$ cat src/design/hotkey_binding_matcher_core_macros.svh
// ----------------------------------------------------------------------------
// Hotkey binding matcher assertion macros
// Concurrent assertion wrappers, clocked on clk and held off during rst_n.
// ----------------------------------------------------------------------------
`ifndef HOTKEY_BINDING_MATCHER_CORE_MACROS_SVH
`define HOTKEY_BINDING_MATCHER_CORE_MACROS_SVH

`ifndef SYNTHESIS

// same-cycle implication
`define HBMC_ASSERT_IMPL(label, pre, post, msg) \
  label: assert property (@(posedge clk) disable iff (!rst_n) (pre) |-> (post)) \
    else $error(msg);

// next-cycle implication
`define HBMC_ASSERT_NEXT(label, pre, post, msg) \
  label: assert property (@(posedge clk) disable iff (!rst_n) (pre) |=> (post)) \
    else $error(msg);

`else

`define HBMC_ASSERT_IMPL(label, pre, post, msg)
`define HBMC_ASSERT_NEXT(label, pre, post, msg)

`endif

`endif

$ cat src/design/hbm_pkg.sv
// ----------------------------------------------------------------------------
// Hotkey binding matcher package
// Request and result types, codes and the keyboard chord check.
// ----------------------------------------------------------------------------
package hbm_pkg;

  localparam int DEF_NUM_ENTRIES = 16;
  localparam int KEY_W           = 64;
  localparam int CD_W            = 16;
  localparam int SLOT_W          = 4;
  localparam logic [CD_W-1:0] COOLDOWN_RESET = 16'd30;

  // request codes
  localparam logic [2:0] REQ_FRAME       = 3'd0;
  localparam logic [2:0] REQ_BIND_PAD    = 3'd1;
  localparam logic [2:0] REQ_BIND_KEYS   = 3'd2;
  localparam logic [2:0] REQ_UNBIND_PAD  = 3'd3;
  localparam logic [2:0] REQ_UNBIND_KEYS = 3'd4;

  // result codes
  localparam logic [1:0] RK_FIRED    = 2'd0;
  localparam logic [1:0] RK_STORED   = 2'd1;
  localparam logic [1:0] RK_REJECTED = 2'd2;

  // register index (paddr[2])
  localparam logic REG_COOLDOWN = 1'b0;

  typedef struct packed {
    logic [2:0]       req_type;
    logic [KEY_W-1:0] key_value;
    logic [1:0]       action_kind;
    logic [63:0]      keys_word_0;
    logic [63:0]      keys_word_1;
    logic [63:0]      keys_word_2;
    logic [63:0]      keys_word_3;
  } in_req_t;

  typedef struct packed {
    logic [1:0]        result_kind;
    logic [SLOT_W-1:0] slot;
    logic [1:0]        fired_action;
    logic              from_keyboard;
    logic              last;
  } out_res_t;

  // table entry minus the cooldown, which lives in its own store
  typedef struct packed {
    logic             keys;
    logic [KEY_W-1:0] key;
    logic [1:0]       action;
  } ent_t;

  // all nonzero codes up to the first zero byte must be pressed
  function automatic logic chord_hit(input logic [KEY_W-1:0] key,
                                     input logic [255:0] pressed);
    logic       ok;
    logic       stop;
    logic [7:0] code;
    ok   = 1'b1;
    stop = 1'b0;
    for (int j = 0; j < 8; j++) begin
      code = key[8*j +: 8];
      if (!stop) begin
        if (code == 8'd0) begin
          stop = 1'b1;
        end else if (!pressed[code]) begin
          ok   = 1'b0;
          stop = 1'b1;
        end
      end
    end
    return ok && (key != '0);
  endfunction

endpackage

$ cat src/design/hotkey_binding_matcher_core.sv
// ----------------------------------------------------------------------------
// Hotkey binding matcher core
// Hotkey table with pad/keyboard matching, cooldowns, bind and unbind.
// ----------------------------------------------------------------------------
// A request is taken when start is high and busy is low. Each request with a
// known code walks the table once, one entry per cycle through the single
// read port of each entry store, then a frame passes the pad and keyboard
// states and a bind or unbind the bind state. Results come on out_result
// with out_strobe for exactly one cycle each, at most two per request, the
// pad match before the keyboard match; the receiver cannot stall them. A new
// request may be taken while the last result is still on the ports. The
// table is free after reset with no clearing pass. The user must write
// cooldown_frames over APB only while idle; the block does not enforce it.
`include "hotkey_binding_matcher_core_macros.svh"

module hotkey_binding_matcher_core import hbm_pkg::*; #(
  parameter int NUM_ENTRIES = DEF_NUM_ENTRIES
) (
  input  logic        clk,
  input  logic        rst_n,
  input  logic        start,
  output logic        busy,
  input  in_req_t     in_req,
  output logic        out_strobe,
  output out_res_t    out_result,
  input  logic        psel,
  input  logic        penable,
  input  logic        pwrite,
  input  logic [2:0]  paddr,
  input  logic [31:0] pwdata,
  output logic [31:0] prdata,
  output logic        pready
);

  localparam int IDX_W = (NUM_ENTRIES > 1) ? $clog2(NUM_ENTRIES) : 1;
  localparam int CNT_W = $clog2(NUM_ENTRIES + 1);

  localparam logic [2:0] ST_IDLE = 3'd0;
  localparam logic [2:0] ST_SCAN = 3'd1;
  localparam logic [2:0] ST_PAD  = 3'd2;
  localparam logic [2:0] ST_KEY  = 3'd3;
  localparam logic [2:0] ST_BIND = 3'd4;

  logic [2:0]             state_r, state_nxt;
  logic [CNT_W-1:0]       cnt_r, cnt_nxt;
  logic                   pv_r, pv_nxt;
  logic [IDX_W-1:0]       pidx_r;
  in_req_t                req_r;
  logic [NUM_ENTRIES-1:0] valid_r, valid_nxt;
  logic [CD_W-1:0]        cooldown_frames_r;
  logic                   out_strobe_r, out_strobe_nxt;
  out_res_t               out_res_r, out_res_nxt;

  // entry stores
  ent_t            ent_mem [NUM_ENTRIES];
  logic [CD_W-1:0] cd_mem  [NUM_ENTRIES];
  ent_t            ent_rd_r;
  logic [CD_W-1:0] cd_rd_r;

  // scan results
  logic             pad_hit_r, pad_rdy_r, key_hit_r, key_rdy_r;
  logic [IDX_W-1:0] pad_idx_r, key_idx_r;
  logic [1:0]       pad_act_r, key_act_r;
  logic             mt_hit_r, sl_hit_r;
  logic [IDX_W-1:0] mt_idx_r, sl_idx_r;

  logic             accept, cfg_wr;
  logic             rd_en;
  logic [IDX_W-1:0] rd_addr;
  logic             eval_on, ent_v, is_frame, is_bind, req_keys;
  logic [CD_W-1:0]  cd_dec, cd_new;
  logic             pad_m, key_m, mt_m, sl_m;
  logic             pad_fire, key_fire;
  logic             cd_we, ent_we;
  logic [IDX_W-1:0] cd_wa;
  logic [CD_W-1:0]  cd_wd;
  logic [255:0]     pressed;

  assign accept  = start && !busy;
  assign busy    = (state_r != ST_IDLE);
  assign cfg_wr  = psel && penable && pwrite && pready;
  assign pready  = 1'b1;
  assign prdata  = (paddr[2] == REG_COOLDOWN) ? {16'd0, cooldown_frames_r} : 32'd0;

  assign rd_en   = (state_r == ST_SCAN) && (cnt_r < CNT_W'(NUM_ENTRIES));
  assign rd_addr = cnt_r[IDX_W-1:0];

  assign pressed  = {req_r.keys_word_3, req_r.keys_word_2,
                     req_r.keys_word_1, req_r.keys_word_0};
  assign is_frame = (req_r.req_type == REQ_FRAME);
  assign is_bind  = (req_r.req_type == REQ_BIND_PAD) || (req_r.req_type == REQ_BIND_KEYS);
  assign req_keys = (req_r.req_type == REQ_BIND_KEYS) || (req_r.req_type == REQ_UNBIND_KEYS);

  // evaluation stage works on the entry read the cycle before
  assign eval_on = (state_r == ST_SCAN) && pv_r;
  assign ent_v   = valid_r[pidx_r];
  assign cd_dec  = cd_rd_r - CD_W'(1);
  assign cd_new  = (ent_v && (cd_rd_r != '0)) ? cd_dec : cd_rd_r;

  assign pad_m = eval_on && is_frame && ent_v && !ent_rd_r.keys &&
                 (ent_rd_r.key == req_r.key_value);
  assign key_m = eval_on && is_frame && ent_v && ent_rd_r.keys &&
                 chord_hit(ent_rd_r.key, pressed);
  assign mt_m  = eval_on && !is_frame && ent_v && (ent_rd_r.keys == req_keys) &&
                 (ent_rd_r.key == req_r.key_value);
  // first free slot, counting the entry being removed as free
  assign sl_m  = eval_on && !is_frame && (!ent_v || mt_m);

  assign pad_fire = pad_hit_r && pad_rdy_r;
  assign key_fire = key_hit_r && key_rdy_r;

  always_comb begin
    state_nxt      = state_r;
    cnt_nxt        = cnt_r;
    pv_nxt         = 1'b0;
    valid_nxt      = valid_r;
    out_strobe_nxt = 1'b0;
    out_res_nxt    = '0;
    cd_we          = 1'b0;
    cd_wa          = pidx_r;
    cd_wd          = cd_new;
    ent_we         = 1'b0;
    case (state_r)
      ST_IDLE: begin
        cnt_nxt = '0;
        if (accept && (in_req.req_type inside {[REQ_FRAME:REQ_UNBIND_KEYS]})) begin
          state_nxt = ST_SCAN;
        end
      end
      ST_SCAN: begin
        pv_nxt = rd_en;
        if (rd_en) begin
          cnt_nxt = cnt_r + CNT_W'(1);
        end
        cd_we = eval_on && is_frame && ent_v && (cd_rd_r != '0);
        if (cnt_r == CNT_W'(NUM_ENTRIES)) begin
          state_nxt = is_frame ? ST_PAD : ST_BIND;
        end
      end
      ST_PAD: begin
        cd_we = pad_fire;
        cd_wa = pad_idx_r;
        cd_wd = cooldown_frames_r;
        if (pad_fire) begin
          out_strobe_nxt            = 1'b1;
          out_res_nxt.result_kind   = RK_FIRED;
          out_res_nxt.slot          = SLOT_W'(pad_idx_r);
          out_res_nxt.fired_action  = pad_act_r;
          out_res_nxt.from_keyboard = 1'b0;
          out_res_nxt.last          = !key_fire;
        end
        state_nxt = ST_KEY;
      end
      ST_KEY: begin
        cd_we = key_fire;
        cd_wa = key_idx_r;
        cd_wd = cooldown_frames_r;
        if (key_fire) begin
          out_strobe_nxt            = 1'b1;
          out_res_nxt.result_kind   = RK_FIRED;
          out_res_nxt.slot          = SLOT_W'(key_idx_r);
          out_res_nxt.fired_action  = key_act_r;
          out_res_nxt.from_keyboard = 1'b1;
          out_res_nxt.last          = 1'b1;
        end
        state_nxt = ST_IDLE;
      end
      ST_BIND: begin
        if (mt_hit_r) begin
          valid_nxt[mt_idx_r] = 1'b0;
        end
        if (is_bind) begin
          out_strobe_nxt            = 1'b1;
          out_res_nxt.from_keyboard = req_keys;
          out_res_nxt.last          = 1'b1;
          if (sl_hit_r) begin
            valid_nxt[sl_idx_r]      = 1'b1;
            ent_we                   = 1'b1;
            cd_we                    = 1'b1;
            cd_wa                    = sl_idx_r;
            cd_wd                    = '0;
            out_res_nxt.result_kind  = RK_STORED;
            out_res_nxt.slot         = SLOT_W'(sl_idx_r);
            out_res_nxt.fired_action = req_r.action_kind;
          end else begin
            out_res_nxt.result_kind  = RK_REJECTED;
          end
        end
        state_nxt = ST_IDLE;
      end
      default: begin
        state_nxt = ST_IDLE;
      end
    endcase
  end

  // control state
  always_ff @(posedge clk) begin
    if (!rst_n) begin
      state_r           <= ST_IDLE;
      cnt_r             <= '0;
      pv_r              <= 1'b0;
      valid_r           <= '0;
      cooldown_frames_r <= COOLDOWN_RESET;
      out_strobe_r      <= 1'b0;
    end else begin
      state_r      <= state_nxt;
      cnt_r        <= cnt_nxt;
      pv_r         <= pv_nxt;
      valid_r      <= valid_nxt;
      out_strobe_r <= out_strobe_nxt;
      if (cfg_wr && (paddr[2] == REG_COOLDOWN)) begin
        cooldown_frames_r <= pwdata[CD_W-1:0];
      end
    end
  end

  // request latch and first-hit tracking
  always_ff @(posedge clk) begin
    out_res_r <= out_res_nxt;
    pidx_r    <= rd_addr;
    if (accept) begin
      req_r     <= in_req;
      pad_hit_r <= 1'b0;
      key_hit_r <= 1'b0;
      mt_hit_r  <= 1'b0;
      sl_hit_r  <= 1'b0;
    end else begin
      if (pad_m && !pad_hit_r) begin
        pad_hit_r <= 1'b1;
        pad_idx_r <= pidx_r;
        pad_rdy_r <= (cd_new == '0);
        pad_act_r <= ent_rd_r.action;
      end
      if (key_m && !key_hit_r) begin
        key_hit_r <= 1'b1;
        key_idx_r <= pidx_r;
        key_rdy_r <= (cd_new == '0);
        key_act_r <= ent_rd_r.action;
      end
      if (mt_m && !mt_hit_r) begin
        mt_hit_r <= 1'b1;
        mt_idx_r <= pidx_r;
      end
      if (sl_m && !sl_hit_r) begin
        sl_hit_r <= 1'b1;
        sl_idx_r <= pidx_r;
      end
    end
  end

  // entry stores: one read and one write port each
  always_ff @(posedge clk) begin
    if (rd_en) begin
      ent_rd_r <= ent_mem[rd_addr];
      cd_rd_r  <= cd_mem[rd_addr];
    end
    if (ent_we) begin
      ent_mem[sl_idx_r] <= '{keys: req_keys, key: req_r.key_value,
                             action: req_r.action_kind};
    end
    if (cd_we) begin
      cd_mem[cd_wa] <= cd_wd;
    end
  end

  assign out_strobe = out_strobe_r;
  assign out_result = out_res_r;

  `HBMC_ASSERT_IMPL(a_strobe_after_work, out_strobe_r, $past(state_r) != ST_IDLE, "result without work")
  `HBMC_ASSERT_NEXT(a_accept_to_scan, accept && (in_req.req_type <= REQ_UNBIND_KEYS), state_r == ST_SCAN, "request not scanned")
  `HBMC_ASSERT_IMPL(a_scan_count, state_r == ST_SCAN, cnt_r <= CNT_W'(NUM_ENTRIES), "scan count overrun")
  `HBMC_ASSERT_IMPL(a_bind_single, out_strobe_r && (out_res_r.result_kind != RK_FIRED), out_res_r.last, "bind result not last")

endmodule

$ cat config.mk
export PLATFORM = sky130hd
export DESIGN_NAME = hotkey_binding_matcher_core
export DESIGN_NICKNAME = d
export VERILOG_FILES = /design/src/design/hbm_pkg.sv /design/src/design/hotkey_binding_matcher_core.sv
export VERILOG_INCLUDE_DIRS = /design/src /design/src/design
export SDC_FILE = /design/constraint.sdc
export NUM_CORES = 2
export LEC_CHECK = 0
export BUFFER_PORTS_ARGS = -buffer_cell sky130_fd_sc_hd__buf_4
export CORE_ASPECT_RATIO = 1.1
export CORE_MARGIN = 2
export CORE_UTILIZATION = 40
export DETAILED_ROUTE_END_ITERATION = 8
export SYNTH_ARGS = -nofsm -noshare
export SYNTH_HDL_FRONTEND = slang
export SYNTH_SLANG_ARGS = --single-unit
$ cat constraint.sdc
create_clock -name clk -period 17.1 [get_ports clk]
set_input_delay 1.71 -clock clk [delete_from_list [all_inputs] [get_ports clk]]
set_output_delay 1.71 -clock clk [all_outputs]
set_load 0.005 [all_outputs]
== Yosys cells after proc, flatten, opt, wreduce, memory -nomap -nowiden ==
Memory sizes are Yosys's and may differ from the RTL's. A register that Yosys moved wholly into a read port is not among the register bits.
Index checks and enable logic that the tools add are counted.
Storage, ports and cells
  logic and storage cells: 235
  output and inout port bits: 45
  memories: 2
  flip-flop bits (word level): 407
  RAM bits: 1328
  input port bits: 366
Cells by class
  reduce and logical (&&, ||, !) cells: 65
  multiplexer cells: 101
  eq/ne operators: 13
  bitwise operators: 5
  $lt $le $gt $ge: 16
  $add $sub $neg: 2
Memories
  ent_mem: depth 16, width 67, read ports 1, clocked after memory_dff 1, write ports 1, line hotkey_binding_matcher_core.sv:55  | ent_t ent_mem [NUM_ENTRIES];
  cd_mem: depth 16, width 16, read ports 1, clocked after memory_dff 1, write ports 1, line hotkey_binding_matcher_core.sv:56  | logic [CD_W-1:0] cd_mem [NUM_ENTRIES];
Operators with widths (number)
  $mux 16: 8
  $lt 8x9->1 const B: 8
  $bmux 1 s8: 8
  $eq 64x64->1: 1
  $logic_not 8->1: 8
  $mux 1: 64
  $reduce_bool 64->1: 1
  $pmux 16 s2: 1
  $logic_and 1x1->1: 30
  $pmux 10 s3: 1
  $and 16x16->16: 1
  $logic_not 16->1: 1
  $mux 8: 2
  $not 16->16: 1
  $or 16x16->16: 1
  $reduce_bool 16->1: 1
  $sub 16x1->16 const B: 1
  $lt 4x5->1 const B: 3
  $reduce_and 2->1: 7
  $pmux 4 s3: 1
  $mux 10: 1
  $pmux 5 s2: 1
  $eq 3x2->1 const B: 3
  $logic_not 1->1: 9
  27 further kinds: 39

== Longest topological paths before layout ==
  word-level depth: 29
  gate-level depth with buffers: 14
  mapped depth without buffers: 10

== Least setup slack after synthesis ==
No wires, ideal clock.
  path kind: input port to flip-flop
  start point: input start
  end point: register sl_idx_r[0] (enable)
  arrival time: 9467 ps
  setup time: 790 ps
  setup slack: 6843 ps
  stages on the path: 3
  path buffers: 0
  required time: 16310 ps
  path through: nand2_1 -> inv_1 -> a2111oi_0
Between the ends
  cells in the longest elaborated chain, start to end: 3
RTL lines
  start, declared: line hotkey_binding_matcher_core.sv:21  | input logic start,
  $logic_and 1x1->1: line hotkey_binding_matcher_core.sv:79  | assign accept = start && !busy;
  named net accept: line hotkey_binding_matcher_core.sv:67  | logic accept, cfg_wr;
  $not 1->1 (no source line)
  $reduce_and 2->1 (no source line)
  end signal, assigned: line hotkey_binding_matcher_core.sv:247  | sl_idx_r <= pidx_r;
  end, declared: line hotkey_binding_matcher_core.sv:65  | logic [IDX_W-1:0] mt_idx_r, sl_idx_r;
The timed path passes the listed nets, and every way through them passes these cells.
A chain may end at the register's enable or synchronous reset.

== Final worst setup path ==
  start point: register ent_rd_r[13] (netlist name)
  end point: register sl_idx_r[0] (enable)
Between the ends
  cells in the longest elaborated chain, start to end: 6
RTL lines
  $eq 64x64->1: line hotkey_binding_matcher_core.sv:105  | (ent_rd_r.key == req_r.key_value);
  $logic_and 1x1->1: line hotkey_binding_matcher_core.sv:104  | assign mt_m = eval_on && !is_frame && ent_v && (ent_rd_r.keys == req_keys) &&
  $logic_or 1x1->1: line hotkey_binding_matcher_core.sv:107  | assign sl_m = eval_on && !is_frame && (!ent_v || mt_m);
  $logic_and 1x1->1: line hotkey_binding_matcher_core.sv:107
  $logic_and 1x1->1: line hotkey_binding_matcher_core.sv:245  | if (sl_m && !sl_hit_r) begin
  $reduce_and 2->1 (no source line)
No other way between the ends.

==> flow_results.org <==
** Routing
- The first detailed-routing pass ran for 6 iterations.
- WL per Instance :: 35.28 um
- Via count of the routed design :: 48905
- Number of vias per cell after detailed routing :: 6.392
- For this run, design rule violations remaining after detail routing come to 0.
- The first routing iteration left 6182 violations.
- In this run the remaining antenna-violating nets after routing total 0.
- For this block, the routed nets add up to 269.9 mm of wire.

** Timing
- Subtracting the final worst setup slack from the clock period gives 5.416 ns.
- Slew Limit Fails :: 0
- Setup repair after global routing left no endpoint under its margin.
- Of the available clock period, the critical path in the final layout requires 0.3167.
- Actual slew at the worst max-slew pin :: 1.336 ns
- Slew headroom :: 0.1077
- Timing would allow up to 184.7 MHz.
- Worst clock skew :: 0.08096 ns
- The number of hold-slack violations in the final timing report was 0.
- Final count of negative-setup-slack endpoints :: 0
- Summed negative setup slack over all endpoints :: 0 ns

** Global routing
- GR peak layer :: met2
- Remaining global-route overflow :: 0
- Initial antenna violation count :: 11
- The first global-routing pass estimated 379.4 mm of wire.
- For met1 alone, demand over resource in global routing was 0.3238.
- For met3 alone, demand over resource in global routing was 0.05317.
- Total track usage :: 0.2484
- Entering global routing, the biggest net connects 110 pins.
- Global-route track usage on met2 :: 0.4045
- The number of global-route vias before repair was 48622.

** Synth
- After synthesis the netlist holds a flip-flop and latch count of 1818.
- Post-Syn Instances :: 4370
- For this run, the leading register cell type out of synthesis is sky130_fd_sc_hd__edfxtp_1.
- Post-Syn Area :: 84410 sq um
- Yosys instantiated no cell more often than sky130_fd_sc_hd__edfxtp_1.
- The average instance in the mapped netlist occupies 19.32 sq um.
- The share of synthesized area in the top cell type comes to 0.6254.
- Unique cell type count in the Yosys netlist :: 80
- In the synthesized netlist the async set-or-reset flop fraction comes to 0.
- The synthesized design contains 1758 enable-type register cells.
- Of the synthesized area, sequential elements account for 0.6396.
- After synthesis, the cell types taking the most area are sky130_fd_sc_hd__edfxtp_1 63%, sky130_fd_sc_hd__mux4_2 23%, sky130_fd_sc_hd__mux2i_1 3.1%.
- Synth warnings :: 0
- Sorting the synthesized cells by how often they occur yields 1758 x sky130_fd_sc_hd__edfxtp_1, 867 x sky130_fd_sc_hd__mux4_2, 265 x sky130_fd_sc_hd__mux2i_1.
- Library cell with the largest summed area after synthesis :: sky130_fd_sc_hd__edfxtp_1

** Pwr
- Leakage power figure :: 0.03067 uW
- Total power divided by cell area :: 116.8 nW/um^2
- The worst-case IR drop observed on VDD is 0.1116 mV.

** Setup path
- Dominant cell type by count on the critical path :: sky130_fd_sc_hd__nor4_1
- R2r setup slk :: 11.68 ns
- Maximum net fanout on the critical path :: 31
- Worst setup SP type :: flip-flop
- The largest single stage delay on the critical path is 1.04 ns.
- CP bufs+invs :: 1
- Arr. time, crit path :: 5.91 ns
- STA classifies the critical path endpoint as a flip-flop.
- Walking the worst path, the cells encountered are buf_4 > xor2_1 > nor4_1 > nand4_1 > nor4_1 > nand2_1 > or3_1 > a2111oi_1.
- At the worst endpoint, the required time is 17.60 ns.
- Cell with the largest stage delay on the worst path :: sky130_fd_sc_hd__a2111oi_1
- Kind of cell adding the most delay to the critical path :: simple AND/OR/NAND/NOR gates
- Worst Setup Path Type :: reg -> reg

** Outcome
- Result of the run :: complete, no violations

** Floorplan
- The total area inside the core boundary comes to 209400 sq um.
- I/O pin total :: 411
- The floorplan has 176 rows.
- The initial utilization of the core area, before any placement, comes to 0.4031.
- Floorplan die width :: 442 um
- The floorplan step defined a die boundary enclosing 214700 sq um.
- The floorplan step set the die height to 485.8 um.

** Clock network
- Clock latency on the worst-skew pair :: 0.90 ns
- The clock tree synthesis step divided the H-tree into 4 levels.
- TritonCTS built the clock tree.
- Hold buffer count at CTS :: 0
- Number of buffers inserted during clock tree synthesis :: 183
- Counting along the longest clock path gives a buffer depth of 3.
- Gates resized during post-CTS repair numbered 0.
- # Post-CTS Setup Buffers :: 0
- The clock drives 1818 sinks.
- Master cell of the clock root buffer :: sky130_fd_sc_hd__clkbuf_16
- Clock-pin slew was measured on the worst setup and hold paths at 0.06 ns.

** Cells and area
- Post-synthesis to final-layout area growth :: 14.34%
- The finished layout holds 7651 standard cells, fillers aside.
- Counting the fill cells in the layout gives 17568.
- Of the cells placed in the final design, the portion with a size suffix greater than 1 is 0.3439.
- The final layout contains 5109 nets.

** Min path
- The min-delay analysis places its worst path in the category reg -> reg.

** Placement
- At the end of routability-driven placement, the weighted congestion stood at 0.9834.
- The number of placed instances, taps included, is 7313.
- Input and output buffers added on the ports amount to 375.
- Placed wire-length estimate after detailed placement :: 168.5 mm

** Flow run
- Count of max-cap constraint violations :: 0
flip-flops by register name (all words and copies together), names as in the netlist, 5 cells and up:
register	count
pressed	256
valid_r	16
cnt_r	5
cd_mem	256
ent_rd_r	67
cd_rd_r	16
out_result	10
cooldown_frames_r	16
req_r	69
ent_mem	1072
cell usage in the layout (no fill, tap or decap), drive strengths merged, types with 18 or more instances in the layout:
cell type / synthesis / final
a21oi: 31 / 31
dfxtp: 60 / 60
a31oi: 19 / 19
nor3: 43 / 43
nor2b: 66 / 66
nand2: 128 / 128
clkinv: 2 / 88
nand3: 57 / 57
o21a: 30 / 30
nor2: 105 / 105
clkbuf: 182 / 222
xor2: 71 / 71
inv: 24 / 30
o22ai: 37 / 37
a22oi: 69 / 69
nand2b: 33 / 33
mux2: 21 / 21
nand4: 29 / 29
mux4: 867 / 867
nor4: 38 / 38
buf: 156 / 507
a221oi: 18 / 18
edfxtp: 1758 / 1758
o21ai: 48 / 48
a211oi: 20 / 20
mux2i: 265 / 265
final cells by class:
class | count | area (sq um) | share of cell area
clock buffers | 222 | 4756 | 0.04928
inverters | 26 | 105.1 | 0.001089
repair buffers | 507 | 3844 | 0.03983
flip-flops and latches | 1818 | 54010 | 0.5596
multi-input cells | 2203 | 29020 | 0.3006
well taps | 2759 | 3452 | 0.03577
clock inverters | 115 | 1331 | 0.01379
diodes | 1 | 2.502 | 0.00002593
worst reg2reg max path: cells and delay by family (launching register included):
| family | cells | cell delay, ns |
|---|---|---|
| flip-flops | 1 | 0.32 |
| buffers and inverters | 1 | 0.55 |
| AO/OA/AOI/OAI | 1 | 1.04 |
| XOR/XNOR | 1 | 0.45 |
| AND/OR/NAND/NOR | 5 | 2.73 |
path summary, 6_finish.rpt:
kind | end | start | cells past startpoint
hold / removal | mt_hit_r$_SDFFE_PP0P_ | mt_hit_r$_SDFFE_PP0P_ | 2
setup / recovery | sl_idx_r[0]$_DFFE_PP_ | ent_rd_r[13]$_DFFE_PP_ | 8
setup reg to reg | sl_idx_r[0]$_DFFE_PP_ | ent_rd_r[13]$_DFFE_PP_ | 8
hold reg to reg | mt_hit_r$_SDFFE_PP0P_ | mt_hit_r$_SDFFE_PP0P_ | 2
power breakdown:
group          internal [uW]  switching, uW  total [uW]
logic                    832            962        1790
clock network           2250           1780        4030
registers               5100            338        5440
through the flow:
| step | area (sq um) | worst slack, ns | total power, uW | hold WS (ns) | utilization |
|---|---|---|---|---|---|
| global placement | 90420 | 11.69 | 7268 | 0.4618 | 0.4318 |
| CTS | 96510 | 11.71 | 11300 | 0.4730 | 0.4608 |
| finish | 96510 | 11.68 | 11270 | 0.4792 | 0.4609 |
| global route | 96510 | 11.53 | 11590 | 0.4894 | 0.4608 |
| detailed placement | 90420 | 11.60 | 7279 | 0.4532 | 0.4318 |
| floorplan | 84470 | 6.843 | 6593 | 0.3290 | - |
cells by family after synthesis:
family | count (synthesis) | share of synthesized area
compound gates | 377 | 0.03221
xor+xnor | 83 | 0.008612
fa+ha+maj | 4 | 0.0005929
buf+inv | 364 | 0.01887
flops | 1818 | 0.6396
mux | 1153 | 0.2655
other cells | 2 | 0.00008897
simple gates | 569 | 0.03445
per-layer routing:
| metal | up-vias | routed length [um] |
|---|---|---|
| li1 | 19398 | - |
| met1 | 26128 | 103000 |
| met2 | 2759 | 130500 |
| met3 | 616 | 23560 |
| met4 | 4 | 12790 |
| met5 | - | 23 |
Note: power is estimated with default switching activity, not from simulation.
